File: config.mk
export PLATFORM = sky130hd
export DESIGN_NAME = geohash_interleave_encoder
export DESIGN_NICKNAME = d
export VERILOG_FILES = /design/src/hw/rtl/ghenc_pkg.sv /design/src/hw/rtl/ghenc_step.sv /design/src/hw/rtl/ghenc_core.sv /design/src/hw/rtl/geohash_interleave_encoder.sv
export VERILOG_INCLUDE_DIRS = /design/src /design/src/hw/rtl
export SDC_FILE = /design/constraint.sdc
export NUM_CORES = 1
export LEC_CHECK = 0
export BUFFER_PORTS_ARGS = -buffer_cell sky130_fd_sc_hd__buf_4
export CAP_MARGIN = 20
export CORE_ASPECT_RATIO = 2
export CORE_MARGIN = 2
export CORE_UTILIZATION = 35
export DETAILED_ROUTE_END_ITERATION = 10
export PLACE_DENSITY = 0.52
export REMOVE_ABC_BUFFERS = 1
export SYNTH_ARGS = -nofsm -noshare
export SYNTH_HDL_FRONTEND = slang
export SYNTH_HIERARCHICAL = 1
export SYNTH_SLANG_ARGS = --single-unit
File: constraint.sdc
create_clock -name clk -period 15.06 [get_ports clk]
set_input_delay 0.753 -clock clk [delete_from_list [all_inputs] [get_ports clk]]
set_output_delay 0.753 -clock clk [all_outputs]
set_load 0.01 [all_outputs]
File: src/hw/rtl/assert_macros.svh
// assertion helpers shared by the rtl
`ifndef ASSERT_MACROS_SVH
`define ASSERT_MACROS_SVH
`ifndef SYNTHESIS
// property must hold at every clock edge outside reset
`define ASSERT_ALWAYS(lbl, clk, rst, prop, msg) \
  lbl: assert property (@(posedge clk) disable iff (rst) (prop)) else $error(msg);
// consequent must hold in the cycle after the trigger
`define ASSERT_NEXT(lbl, clk, rst, trig, cons, msg) \
  lbl: assert property (@(posedge clk) disable iff (rst) (trig) |=> (cons)) else $error(msg);
`else
`define ASSERT_ALWAYS(lbl, clk, rst, prop, msg)
`define ASSERT_NEXT(lbl, clk, rst, trig, cons, msg)
`endif
`endif

File: src/hw/rtl/ghenc_pkg.sv
package ghenc_pkg;

  localparam int COORD_W  = 32;
  localparam int STEP_W   = 6;
  localparam int HASH_W   = 64;
  localparam int STATUS_W = 2;
  localparam int CFG_IDX_W = 3;

  localparam logic [STEP_W-1:0] MAX_STEP = STEP_W'(32);

  // result status codes
  localparam logic [STATUS_W-1:0] STATUS_OK       = 2'd0;
  localparam logic [STATUS_W-1:0] STATUS_STEP_BAD = 2'd1;
  localparam logic [STATUS_W-1:0] STATUS_OUTSIDE  = 2'd2;

  // configuration register indexes
  localparam logic [CFG_IDX_W-1:0] REG_LAT_MIN = 3'd0;
  localparam logic [CFG_IDX_W-1:0] REG_LAT_MAX = 3'd1;
  localparam logic [CFG_IDX_W-1:0] REG_LON_MIN = 3'd2;
  localparam logic [CFG_IDX_W-1:0] REG_LON_MAX = 3'd3;

  localparam logic signed [COORD_W-1:0] LAT_MIN_RST = -32'sd754974720;
  localparam logic signed [COORD_W-1:0] LAT_MAX_RST =  32'sd754974720;
  localparam logic signed [COORD_W-1:0] LON_MIN_RST = -32'sd1509949440;
  localparam logic signed [COORD_W-1:0] LON_MAX_RST =  32'sd1509949440;

  typedef struct packed {
    logic signed [COORD_W-1:0] lat_min;
    logic signed [COORD_W-1:0] lat_max;
    logic signed [COORD_W-1:0] lon_min;
    logic signed [COORD_W-1:0] lon_max;
  } range_t;

  typedef struct packed {
    logic [HASH_W-1:0]   hash_bits;
    logic [STEP_W-1:0]   hash_step;
    logic [STATUS_W-1:0] status;
  } result_t;

endpackage

File: src/hw/rtl/ghenc_step.sv
module ghenc_step (
  input  logic signed [ghenc_pkg::COORD_W-1:0] lo,
  input  logic signed [ghenc_pkg::COORD_W-1:0] hi,
  input  logic signed [ghenc_pkg::COORD_W-1:0] x,
  output logic                                 upper,
  output logic signed [ghenc_pkg::COORD_W-1:0] lo_next,
  output logic signed [ghenc_pkg::COORD_W-1:0] hi_next
);
  import ghenc_pkg::*;

  logic signed [COORD_W:0]   sum;
  logic signed [COORD_W-1:0] mid;

  // floored midpoint, one extra bit keeps the sum from overflowing
  assign sum = {lo[COORD_W-1], lo} + {hi[COORD_W-1], hi};
  assign mid = sum[COORD_W:1];

  always_comb begin
    upper   = (x > mid);
    lo_next = upper ? mid : lo;
    hi_next = upper ? hi : mid;
  end

endmodule

File: src/hw/rtl/ghenc_core.sv
`include "assert_macros.svh"
module ghenc_core (
  input  logic                                 clk,
  input  logic                                 rst,
  input  logic                                 in_valid,
  output logic                                 in_ready,
  input  logic signed [ghenc_pkg::COORD_W-1:0] lat_in,
  input  logic signed [ghenc_pkg::COORD_W-1:0] lon_in,
  input  logic [ghenc_pkg::STEP_W-1:0]         step_in,
  input  ghenc_pkg::range_t                    ranges,
  output logic                                 res_valid,
  input  logic                                 res_ready,
  output ghenc_pkg::result_t                   res
);
  import ghenc_pkg::*;

  typedef enum logic [3:0] {
    ST_IDLE  = 4'b0001,
    ST_CHECK = 4'b0010,
    ST_RUN   = 4'b0100,
    ST_DONE  = 4'b1000
  } state_t;

  state_t state;
  state_t state_next;

  logic signed [COORD_W-1:0] lat;
  logic signed [COORD_W-1:0] lon;
  logic signed [COORD_W-1:0] lat_lo;
  logic signed [COORD_W-1:0] lat_hi;
  logic signed [COORD_W-1:0] lon_lo;
  logic signed [COORD_W-1:0] lon_hi;
  logic [HASH_W-1:0]         hash;
  logic [STEP_W-1:0]         step;
  logic [STEP_W-1:0]         count;
  logic [STATUS_W-1:0]       status;

  logic                      lat_bit;
  logic                      lon_bit;
  logic signed [COORD_W-1:0] lat_lo_next;
  logic signed [COORD_W-1:0] lat_hi_next;
  logic signed [COORD_W-1:0] lon_lo_next;
  logic signed [COORD_W-1:0] lon_hi_next;
  logic                      step_bad;
  logic                      outside;

  ghenc_step u_lat (
    .lo(lat_lo), .hi(lat_hi), .x(lat),
    .upper(lat_bit), .lo_next(lat_lo_next), .hi_next(lat_hi_next)
  );

  ghenc_step u_lon (
    .lo(lon_lo), .hi(lon_hi), .x(lon),
    .upper(lon_bit), .lo_next(lon_lo_next), .hi_next(lon_hi_next)
  );

  assign step_bad = (step == '0) || (step > MAX_STEP);
  assign outside  = (lat < lat_lo) || (lat > lat_hi) || (lon < lon_lo) || (lon > lon_hi);

  assign in_ready  = (state == ST_IDLE);
  assign res_valid = (state == ST_DONE);
  assign res       = '{hash_bits: hash, hash_step: step, status: status};

  always_comb begin
    state_next = state;
    unique case (state)
      ST_IDLE:  if (in_valid) state_next = ST_CHECK;
      ST_CHECK: state_next = (step_bad || outside) ? ST_DONE : ST_RUN;
      ST_RUN:   if (count == STEP_W'(1)) state_next = ST_DONE;
      ST_DONE:  if (res_ready) state_next = ST_IDLE;
      default:  state_next = ST_IDLE;
    endcase
  end

  always_ff @(posedge clk) begin
    if (rst) begin
      state <= ST_IDLE;
    end else begin
      state <= state_next;
    end
  end

  always_ff @(posedge clk) begin
    unique case (state)
      ST_IDLE: begin
        if (in_valid) begin
          lat    <= lat_in;
          lon    <= lon_in;
          step   <= step_in;
          lat_lo <= ranges.lat_min;
          lat_hi <= ranges.lat_max;
          lon_lo <= ranges.lon_min;
          lon_hi <= ranges.lon_max;
          hash   <= '0;
        end
      end
      ST_CHECK: begin
        count <= step;
        if (step_bad) begin
          status <= STATUS_STEP_BAD;
        end else if (outside) begin
          status <= STATUS_OUTSIDE;
        end else begin
          status <= STATUS_OK;
        end
      end
      ST_RUN: begin
        hash   <= {hash[HASH_W-3:0], lon_bit, lat_bit};
        lat_lo <= lat_lo_next;
        lat_hi <= lat_hi_next;
        lon_lo <= lon_lo_next;
        lon_hi <= lon_hi_next;
        count  <= count - STEP_W'(1);
      end
      ST_DONE: begin
      end
      default: begin
      end
    endcase
  end

  `ASSERT_ALWAYS(a_count_live, clk, rst, (state != ST_RUN) || (count != '0), "run with zero count")
  `ASSERT_ALWAYS(a_lat_in_box, clk, rst, (state != ST_RUN) || ((lat_lo <= lat) && (lat <= lat_hi)), "lat left its interval")
  `ASSERT_ALWAYS(a_lon_in_box, clk, rst, (state != ST_RUN) || ((lon_lo <= lon) && (lon <= lon_hi)), "lon left its interval")
  `ASSERT_NEXT(a_done_hand, clk, rst, (state == ST_DONE) && res_ready, state == ST_IDLE, "result handed over but core not idle")

endmodule

File: src/hw/rtl/geohash_interleave_encoder.sv
// geohash interleave encoder
//
// input channel (s_*): one request carries a latitude, a longitude and a step
// count; it is taken when s_tvalid and s_tready are both high. s_tready is high
// only while the bisection sequencer is idle.
// output channel (m_*): one result per request, the interleaved hash and the
// echoed step count in m_tdata, the status code in m_tuser.
// configuration: cfg_we writes cfg_data into register cfg_index (0 lat_min,
// 1 lat_max, 2 lon_min, 3 lon_max); higher indexes are ignored. write only
// while no request is in flight.
// sequence: a request is loaded, then its step and range check runs, then the
// lat and lon bisection units, reused on every step, work one step per cycle
// (1 to 32 steps), and the result is handed to the output register; a rejected
// request skips the steps. one request at a time.
// stall: the output register holds a finished result while m_tready is low;
// the sequencer still takes and works on the next request, then waits in its
// done state until the output register frees up.
// reset (rst, synchronous): sequencer idle, output empty, ranges back to the
// whole globe.
module geohash_interleave_encoder (
  input  logic        clk,
  input  logic        rst,
  // s_tdata: lat_in [31:0], lon_in [63:32], step_count [69:64], zero pad [71:70]
  input  logic        s_tvalid,
  output logic        s_tready,
  input  logic [71:0] s_tdata,
  // m_tdata: hash_bits [63:0], hash_step [69:64], zero pad [71:70]
  // m_tuser: status [1:0]
  output logic        m_tvalid,
  input  logic        m_tready,
  output logic [71:0] m_tdata,
  output logic [1:0]  m_tuser,
  input  logic        cfg_we,
  input  logic [ghenc_pkg::CFG_IDX_W-1:0] cfg_index,
  input  logic [ghenc_pkg::COORD_W-1:0]   cfg_data
);
  import ghenc_pkg::*;

  range_t  ranges;
  result_t res;
  result_t out_res;
  logic    res_valid;
  logic    res_ready;

  // configuration registers, bounds inclusive
  always_ff @(posedge clk) begin
    if (rst) begin
      ranges.lat_min <= LAT_MIN_RST;
      ranges.lat_max <= LAT_MAX_RST;
      ranges.lon_min <= LON_MIN_RST;
      ranges.lon_max <= LON_MAX_RST;
    end else if (cfg_we) begin
      unique case (cfg_index)
        REG_LAT_MIN: ranges.lat_min <= cfg_data;
        REG_LAT_MAX: ranges.lat_max <= cfg_data;
        REG_LON_MIN: ranges.lon_min <= cfg_data;
        REG_LON_MAX: ranges.lon_max <= cfg_data;
        default: begin
        end
      endcase
    end
  end

  // bisection sequencer with its lat and lon step units, reused on every step
  ghenc_core u_core (
    .clk      (clk),
    .rst      (rst),
    .in_valid (s_tvalid),
    .in_ready (s_tready),
    .lat_in   (s_tdata[31:0]),
    .lon_in   (s_tdata[63:32]),
    .step_in  (s_tdata[69:64]),
    .ranges   (ranges),
    .res_valid(res_valid),
    .res_ready(res_ready),
    .res      (res)
  );

  // output register, refilled in the cycle it drains
  assign res_ready = !m_tvalid || m_tready;

  always_ff @(posedge clk) begin
    if (rst) begin
      m_tvalid <= 1'b0;
    end else if (res_ready) begin
      m_tvalid <= res_valid;
    end
  end

  always_ff @(posedge clk) begin
    if (res_ready && res_valid) begin
      out_res <= res;
    end
  end

  assign m_tdata = {2'b00, out_res.hash_step, out_res.hash_bits};
  assign m_tuser = out_res.status;

endmodule
# == Word level (Yosys, flattened, before mapping) ==
# Index checks and enable logic that the tools add are counted.
# Widths: inputs -> output; s select.
# op_classes
add_sub_neg,3
n_reduce_logical,23
n_eq_ne,15
n_mux,21
order_cmp,7
# op_table
cell,count
$mux 32,8
$pmux 32 s2,4
$gt 32x32->1,4
$pmux 64 s2,1
$add 32x32->33,2
$lt 32x32->1,2
$mux 64,1
$mux 4,4
$pmux 4 s4,1
$reduce_and 3->1,5
$pmux 6 s2,1
$reduce_and 2->1,6
$ne 2x1->1 const B,4
$eq 3x2->1 const B,2
$eq 6x1->1 const B,1
$gt 6x6->1 const B,1
$logic_not 6->1,1
$logic_or 1x1->1,6
$ne 2x2->1 const B,3
$sub 6x1->6 const B,1
$eq 4x1->1 const B,1
$eq 4x2->1 const B,1
$eq 4x3->1 const B,1
$eq 4x4->1 const B,1
other kinds (6),7
# totals
elab_cells,88
output_inout_bits,76
regBits,475
input_bits,112

# == Logic depth before layout (Yosys ltp) ==
# Gate-level depths: netlist of run 1.
# logic_depth
ltp_word,7
depth_mapped,23
depth_no_buf,21

# == Cells and area by module ==
# Netlist of run 1, hierarchy kept.
# modules_own_cells
module,area_per_inst_um2,n_inst,cells_per_inst
ghenc_core,13690.6,1,1258
geohash_interleave_encoder,7303.3,1,543
ghenc_step (u_core.u_lon),3315.7,1,478
ghenc_step (u_core.u_lat),3205.6,1,456

# == Worst setup path after synthesis of run 1 ==
# No wires, ideal clock.
# synth_timing
kind,register -> register
from,reg u_core.state[3]
to,"reg u_core.hash[0], enable pin"
setup_slack_ns,9.211
required_time_ns,14.588
setup_ns,0.472
period_less_slack_ns,5.849
stages_incl_launch_ff,4
t_arrival_ns,5.377
cell_sequence,dfxtp_1 > nor4b_1 > and2_1 > or2_2
# synth_via
elab_chain_len,3
word_cells_on_any_way,5
# synth_rtl
item,line,rtl
start: declaration,ghenc_core.sv:24,state_t state;
start signal: assignment,ghenc_core.sv:79,state <= state_next;
$eq 4x1->1 (*),n/a,
via s_tready,geohash_interleave_encoder.sv:25,"output logic s_tready,"
$ne 2x2->1 (no line) / $reduce_bool 2->1 (equally long branches),n/a,
$reduce_and 2->1 (no line) (*),n/a,
end signal: assignment,ghenc_core.sv:108,"hash <= {hash[HASH_W-3:0], lon_bit, lat_bit};"
end: declaration,ghenc_core.sv:33,logic [HASH_W-1:0] hash;
# The timed path passes the listed nets; every way through them passes the cells marked *.
# A chain may end at the register's enable or synchronous reset.

==> flow_metrics.env, run 1 <==
export IMPL_cts_hold_buf=0
export IMPL_maxCapViolCount=0
export IMPL_synthTopCellsByArea="edfxtp_1 37%, ha_1 12%, dfxtp_1 9.7%"
export IMPL_max_freq_mhz=153
export IMPL_cts_setup_buffers=0
export IMPL_gr_total_overflow=0
export IMPL_drt_iter0_drc=919
export IMPL_hp_class="input pin to flip-flop"
export IMPL_synth_flop_cell="edfxtp_1"
export IMPL_clock_skew_ns=0.0283
export IMPL_tightestPinTransition_ns=1.05
export IMPL_multi_input_area_um2=13400
export IMPL_status="finished clean"
export IMPL_p_per_area_nw_per_um2=132
export IMPL_grt_pass1_wl_um=114000
export IMPL_synthAdderAreaFrac_pct=11.7
export IMPL_clkTransAtPathRegs_ns=0.07
export IMPL_yosysSeqAreaShare_pct=47.0
export IMPL_synth_most_common_cell="nand2_1"
export IMPL_grt_max_degree=95
export IMPL_synthXorXnorAreaFrac_pct=1.81
export IMPL_tns_ns=0
export IMPL_num_antenna_cells=0
export IMPL_min_period_ns=6.52
export IMPL_cp_arrival_ns=6.89
export IMPL_crit_path_frequent_cell="nand2_1"
export IMPL_avgSynthCellArea_um2=10.1
export IMPL_synthTopCellsByCount="517 x nand2_1, 342 x edfxtp_1, 254 x ha_1"
export IMPL_leakagePower_nw=13.8
export IMPL_start_util_pct=35.3
export IMPL_slew_headroom_pct=29.8
export IMPL_cts_htree_levels=2
export IMPL_end_kind="flip-flop"
export IMPL_num_io_pins=188
export IMPL_numCtsBuffers=47
export IMPL_crit_slowest_cell="buf_4"
export IMPL_r2r_start="u_core/lat_hi[12]"
export IMPL_muxShareOfSynthArea_pct=7.78
export IMPL_use_met2_pct=33.9
export IMPL_firstDrtPassIters=5
export IMPL_synth_top_family_by_area="simple AND/OR/NAND/NOR gates"
export IMPL_min_from="s_tdata[4]"
export IMPL_yosys_warnings=6
export IMPL_post_dp_hpwl_um=56700
export IMPL_path_cells="ha_1 > nand2_1 > o311ai_0 > nand2_1 > a211oi_1 > nor2_1 > o311ai_1 > xor2_1 > inv_1 > ha_1 > nand4_1 > nor4_1 > a221o_1 > mux2i_4 > buf_4 > mux2_2 > nand2_1 > nand2_1"
export IMPL_wire_per_inst_um=18.8
export IMPL_synth_simple_area_share_pct=17.3
export IMPL_n_fill_cell=7693
export IMPL_area_growth_syn_to_layout_pct=14.4
export IMPL_layout_cells_non_filler=3952
export IMPL_maxSlewViolCount=0
export IMPL_ys_ff_latch=475
export IMPL_path_max_fanout=90
export IMPL_cts_tree="built"
export IMPL_clock_root_buffer="clkbuf_16"
export IMPL_dieArea_um2=81000
export IMPL_crit_path_start="u_core/lat_hi[12]"
export IMPL_clkLatencyLatePin_ns=0.61
export IMPL_dr_total_vias=19900
export IMPL_dp_cells=3865
export IMPL_route_detailed_drc=0
export IMPL_met1_usage_pct=19.2
export IMPL_seq_area_um2=12900
export IMPL_cts_resized_gates=0
export IMPL_async_flop_share_pct=0
export IMPL_port_buffer_count=183
export IMPL_start_kind="flip-flop"
export IMPL_yosysTopAreaCell="edfxtp_1"
export IMPL_final_nets=3253
export IMPL_routabilityCongestion=0.914
export IMPL_die_h_um=401
export IMPL_synthesis_area_um2=27500
export IMPL_netlist_cell_type_count=91
export IMPL_synth_edff_count=342
export IMPL_fp_row_count=145
export IMPL_antenna_found_initial=1
export IMPL_groute_usage_overall_pct=18.1
export IMPL_die_w_um=202
export IMPL_synth_compound_area_share_pct=9.74
export IMPL_synthCells=2735
export IMPL_layout_drive_gt1_share_pct=11.9
export IMPL_grt_pass1_vias=20400
export IMPL_rsz0062_at_grt="false"
export IMPL_irDropWorstVdd_mv=0.0945
export IMPL_vias_per_cell=5.04
export IMPL_core_um2=78000
export IMPL_drt_total_wl_um=74500
export IMPL_slowest_delay_ns=0.80
export IMPL_cts_sinks=475
export IMPL_gr_usage_met3_pct=2.13
export IMPL_critPathRequiredTime_ns=15.43
export IMPL_hold_violations=0
export IMPL_ant_nets=0
export IMPL_period_share_pct=43.3
export IMPL_gr_max_usage_layer="met2"
export IMPL_crit_type="flip-flop to flip-flop"
export IMPL_synthDominantCellAreaShare_pct=37.3
export IMPL_cts_buffer_depth=3
export IMPL_setup_violations=0
per-layer routing:
metal  routed length [um]  share of wire [%]
met5                    0                  0
met4                 4770                6.4
met3                 2560                3.4
met2                38800                 52
met1                28400                 38
cell families after synthesis:
kind of cell               after synthesis
other                                    1
DFF                                    475
AOI/OAI and AO/OA                      426
buffers and inverters                  317
muxes                                  204
and+or+nand+nor                        999
adders and majority gates              256
xor gates and xnor gates                57
layout make-up:
type                       count  share of cell area (%)
inverter                     214                    2.55
timing repair buffer         203                    4.84
tap                         1029                    4.09
clock buffer                  68                    4.41
sequential                   475                    41.1
multi-input combinational   1944                    42.4
clock inverter                19                   0.600
critical path: cells and delay by family (launching register included):
| family | cells | cell delay [ns] |
|---|---|---|
| compound gates | 4 | 1.93 |
| simple gates | 7 | 1.34 |
| buf+inv | 2 | 0.89 |
| fa+ha+maj | 2 | 0.69 |
| mux | 2 | 0.65 |
| flops | 1 | 0.44 |
| xor+xnor | 1 | 0.27 |
through the flow:
stage / power [mW] / utilization (%) / hold WS (ns) / worst slack [ns] / instance area [um^2]
finish: 4.17 / 40.3 / 0.320 / 8.54 / 31500
global route: 4.42 / 40.3 / 0.274 / 8.18 / 31500
CTS: 4.23 / 40.3 / 0.254 / 8.48 / 31500
detailed placement: 2.98 / 38.3 / 0.409 / 8.53 / 29900
global placement: 2.95 / 38.3 / 0.408 / 8.62 / 29900
floorplan: 2.57 / - / 0.400 / 4.63 / 27000
power breakdown:
part | switching, mW | internal, mW | total (mW)
combinational | 0.803 | 0.518 | 1.32
clock | 0.536 | 0.682 | 1.22
sequential | 0.0872 | 1.54 | 1.63
worst paths after layout:
kind	cells past startpoint	slack [ns]	endpoint
worst max-delay path	18	8.54	u_core/lat_hi[9]
worst min-delay path	1	0.32	u_core/lat[4]
worst max register to register	18	8.54	u_core/lat_hi[9]
worst min register to register	0	0.42	m_tdata[62]
sequential cells by signal, summed over array words and instances, names as in the netlist, 4 cells and up:
name,flops
u_core/step,6
m_tdata,70
u_core/lat_hi,32
u_core/lon,32
u_core/lon_lo,32
u_core/lon_hi,32
u_core/state,4
u_core/lat_lo,32
u_core/count,6
ranges,128
u_core/lat,32
u_core/hash,64
cells in the final DEF, fill, tap and decap left out, types with 27 or more instances in the layout:
cell type / Yosys / final
nand2_1: 517 / 517
edfxtp_1: 342 / 342
ha_1: 254 / 254
inv_1: 213 / 213
buf_4: 14 / 203
nand2b_1: 154 / 154
mux2i_1: 140 / 140
a21oi_1: 139 / 139
dfxtp_1: 133 / 133
o21ai_0: 108 / 108
nor2_1: 95 / 95
and2_1: 71 / 69
a21o_1: 52 / 52
clkbuf_16: 0 / 50
nand4_1: 50 / 50
mux2_2: 36 / 36
xnor2_1: 32 / 32
nand3_1: 27 / 27
No activity file was read; power rests on OpenSTA's default activity.
==> run 2, diff against run 1 <==
Clock period 15.06 ns to 6.14 ns, I/O delays scaled along.
==> flow_metrics.env, run 2 (synthesized netlist as in run 1, its figures left out) <==
export IMPL_area_growth_syn_to_layout_pct=18.1
export IMPL_die_w_um=202
export IMPL_routabilityCongestion=0.936
export IMPL_final_cell_area_um2=32500
export IMPL_slew_headroom_pct=32.6
export IMPL_grt_pass1_vias=20900
export IMPL_tns_ns=0
export IMPL_end_kind="flip-flop"
export IMPL_r2r_start="u_core/lat_lo[5]"
export IMPL_cts_tree="built"
export IMPL_preCtsSetupSlack_ns=0.350
export IMPL_dieArea_um2=81000
export IMPL_path_cells="ha_1 > a21o_1 > a211o_1 > o21bai_1 > a31oi_2 > a31oi_1 > o31ai_1 > xor2_1 > inv_1 > ha_1 > nand4_1 > nor4_1 > a221o_1 > mux2i_4 > buf_12 > mux2_1 > nand2_1 > nand2_1"
export IMPL_grt_pass1_wl_um=118000
export IMPL_wire_per_inst_um=19.1
export IMPL_cp_arrival_ns=6.12
export IMPL_p_int_mw=6.83
export IMPL_clkLatencyLatePin_ns=0.61
export IMPL_clock_root_buffer="clkbuf_16"
export IMPL_crit_type="flip-flop to flip-flop"
export IMPL_rsz0062_at_grt="false"
export IMPL_maxCapViolCount=0
export IMPL_setup_violations=0
export IMPL_tightestPinTransition_ns=0.998
export IMPL_clock_skew_ns=0.0416
export IMPL_post_dp_hpwl_um=57200
export IMPL_leakagePower_nw=14.3
export IMPL_cts_htree_levels=2
export IMPL_min_from="m_tready"
export IMPL_core_um2=78000
export IMPL_maxSlewViolCount=0
export IMPL_dpl_cell_area_um2=30100
export IMPL_max_freq_mhz=174
export IMPL_layout_drive_gt1_share_pct=12.4
export IMPL_n_fill_cell=7647
export IMPL_cts_setup_buffers=0
export IMPL_crit_slowest_cell="a31oi_1"
export IMPL_start_kind="flip-flop"
export IMPL_firstDrtPassIters=5
export IMPL_num_antenna_cells=0
export IMPL_groute_usage_overall_pct=18.8
export IMPL_finish_utilization_pct=41.7
export IMPL_largest_reg_flops=128
export IMPL_layout_commonest_cell="nand2_1"
export IMPL_slowest_delay_ns=0.48
export IMPL_p_per_area_nw_per_um2=321
export IMPL_hold_violations=0
export IMPL_port_buffer_count=183
export IMPL_multi_input_area_um2=13400
export IMPL_period_share_pct=93.8
export IMPL_power_frac_clock_pct=28.8
export IMPL_p_comb_share_pct=32.9
export IMPL_final_cell_mix="517 x nand2_1, 342 x edfxtp_1, 254 x ha_1"
export IMPL_path_max_fanout=57
export IMPL_vias_per_cell=5.03
export IMPL_fp_row_count=145
export IMPL_cts_resized_gates=0
export IMPL_critPathRequiredTime_ns=6.50
export IMPL_drt_iter0_drc=965
export IMPL_ant_nets=0
export IMPL_clkTransAtPathRegs_ns=0.07
export IMPL_status="finished clean"
export IMPL_dr_total_vias=20400
export IMPL_seqPwrFrac_pct=38.3
export IMPL_grt_max_degree=113
export IMPL_die_h_um=401
export IMPL_antenna_found_initial=4
export IMPL_cts_buffer_depth=3
export IMPL_hp_class="input pin to flip-flop"
export IMPL_regMostFlops="ranges"
export IMPL_route_detailed_drc=0
export IMPL_cts_hold_buf=78
export IMPL_numCtsBuffers=47
export IMPL_irDropWorstVdd_mv=0.210
export IMPL_cts_sinks=475
export IMPL_min_period_ns=5.76
export IMPL_drt_total_wl_um=77200
export IMPL_crit_path_start="u_core/lat_lo[5]"
export IMPL_num_io_pins=188
export IMPL_p_sw_share_pct=34.7
export IMPL_finalWorstSetupSlack_ns=0.380
export IMPL_seq_area_um2=12900
export IMPL_switchingPower_mw=3.62
export IMPL_gr_total_overflow=0
export IMPL_final_nets=3351
export IMPL_start_util_pct=35.3
## run 2: cell types whose count changed in the layout (fill, tap and decap cells not counted), moves of 2 or more
| cell | change |
|---|---|
| buf_12 | +6 |
| clkinv_2 | +7 |
| clkbuf_8 | -3 |
| buf_4 | +13 |
| inv_8 | +2 |
| dlygate4sd3_1 | +78 |
| clkbuf_1 | -8 |
## run 2: final cells by class
| class | count | area share (%) |
|---|---|---|
| clock buffers | 58 | 4.08 |
| repair buffers | 301 | 7.78 |
| inverters | 214 | 2.47 |
| multi-input cells | 1944 | 41.1 |
| flip-flops and latches | 475 | 39.8 |
| well taps | 1029 | 3.96 |
| clock inverters | 30 | 0.832 |
## run 2: final timing paths
path | endpoint | slack (ns) | cells past startpoint
max | u_core/lat_lo[8] | 0.38 | 18
min | m_tvalid | 0.07 | 3
max reg2reg | u_core/lat_lo[8] | 0.38 | 18
min reg2reg | m_tdata[63] | 0.43 | 0
## run 2: through the flow
step / power [mW] / hold WS, ns / cells
3_5_place_dp: 7.45 / 0.411 / 3884
6_report: 10.4 / 0.0667 / 4051
2_1_floorplan: 6.30 / 0.376 / 2633
4_1_cts: 10.6 / 0.0130 / 4050
3_3_place_gp: 7.37 / 0.404 / 3884
5_1_grt: 11.1 / 0.0478 / 4051
## run 2: critical path, delay by kind of cell, from the launching register on
family                     cells  cell delay, ns
adders and majority gates      2            0.72
and+or+nand+nor                4            0.85
DFF                            1            0.42
AOI/OAI and AO/OA              7            2.08
xor gates and xnor gates       1            0.32
buffers and inverters          2            0.36
muxes                          2            0.68
## run 2: power groups by stage
stage                     combinational [mW]  sequential, mW  clock, mW
final                                   3.44            4.00       3.01
after global routing                    3.82            4.04       3.22
after CTS                               3.44            4.00       3.14
after detailed placement                3.38            4.07          0
after global placement                  3.30            4.06          0
after floorplan                         2.30            4.00          0
## run 2: layer usage
metal	GRT usage, %	vias to the layer above	wire, um
met4	11.1	8	4910
met1	20.0	9567	29400
met3	2.22	198	2860
met2	35.0	505	40000
li1	-	10100	-
met5	0	-	57
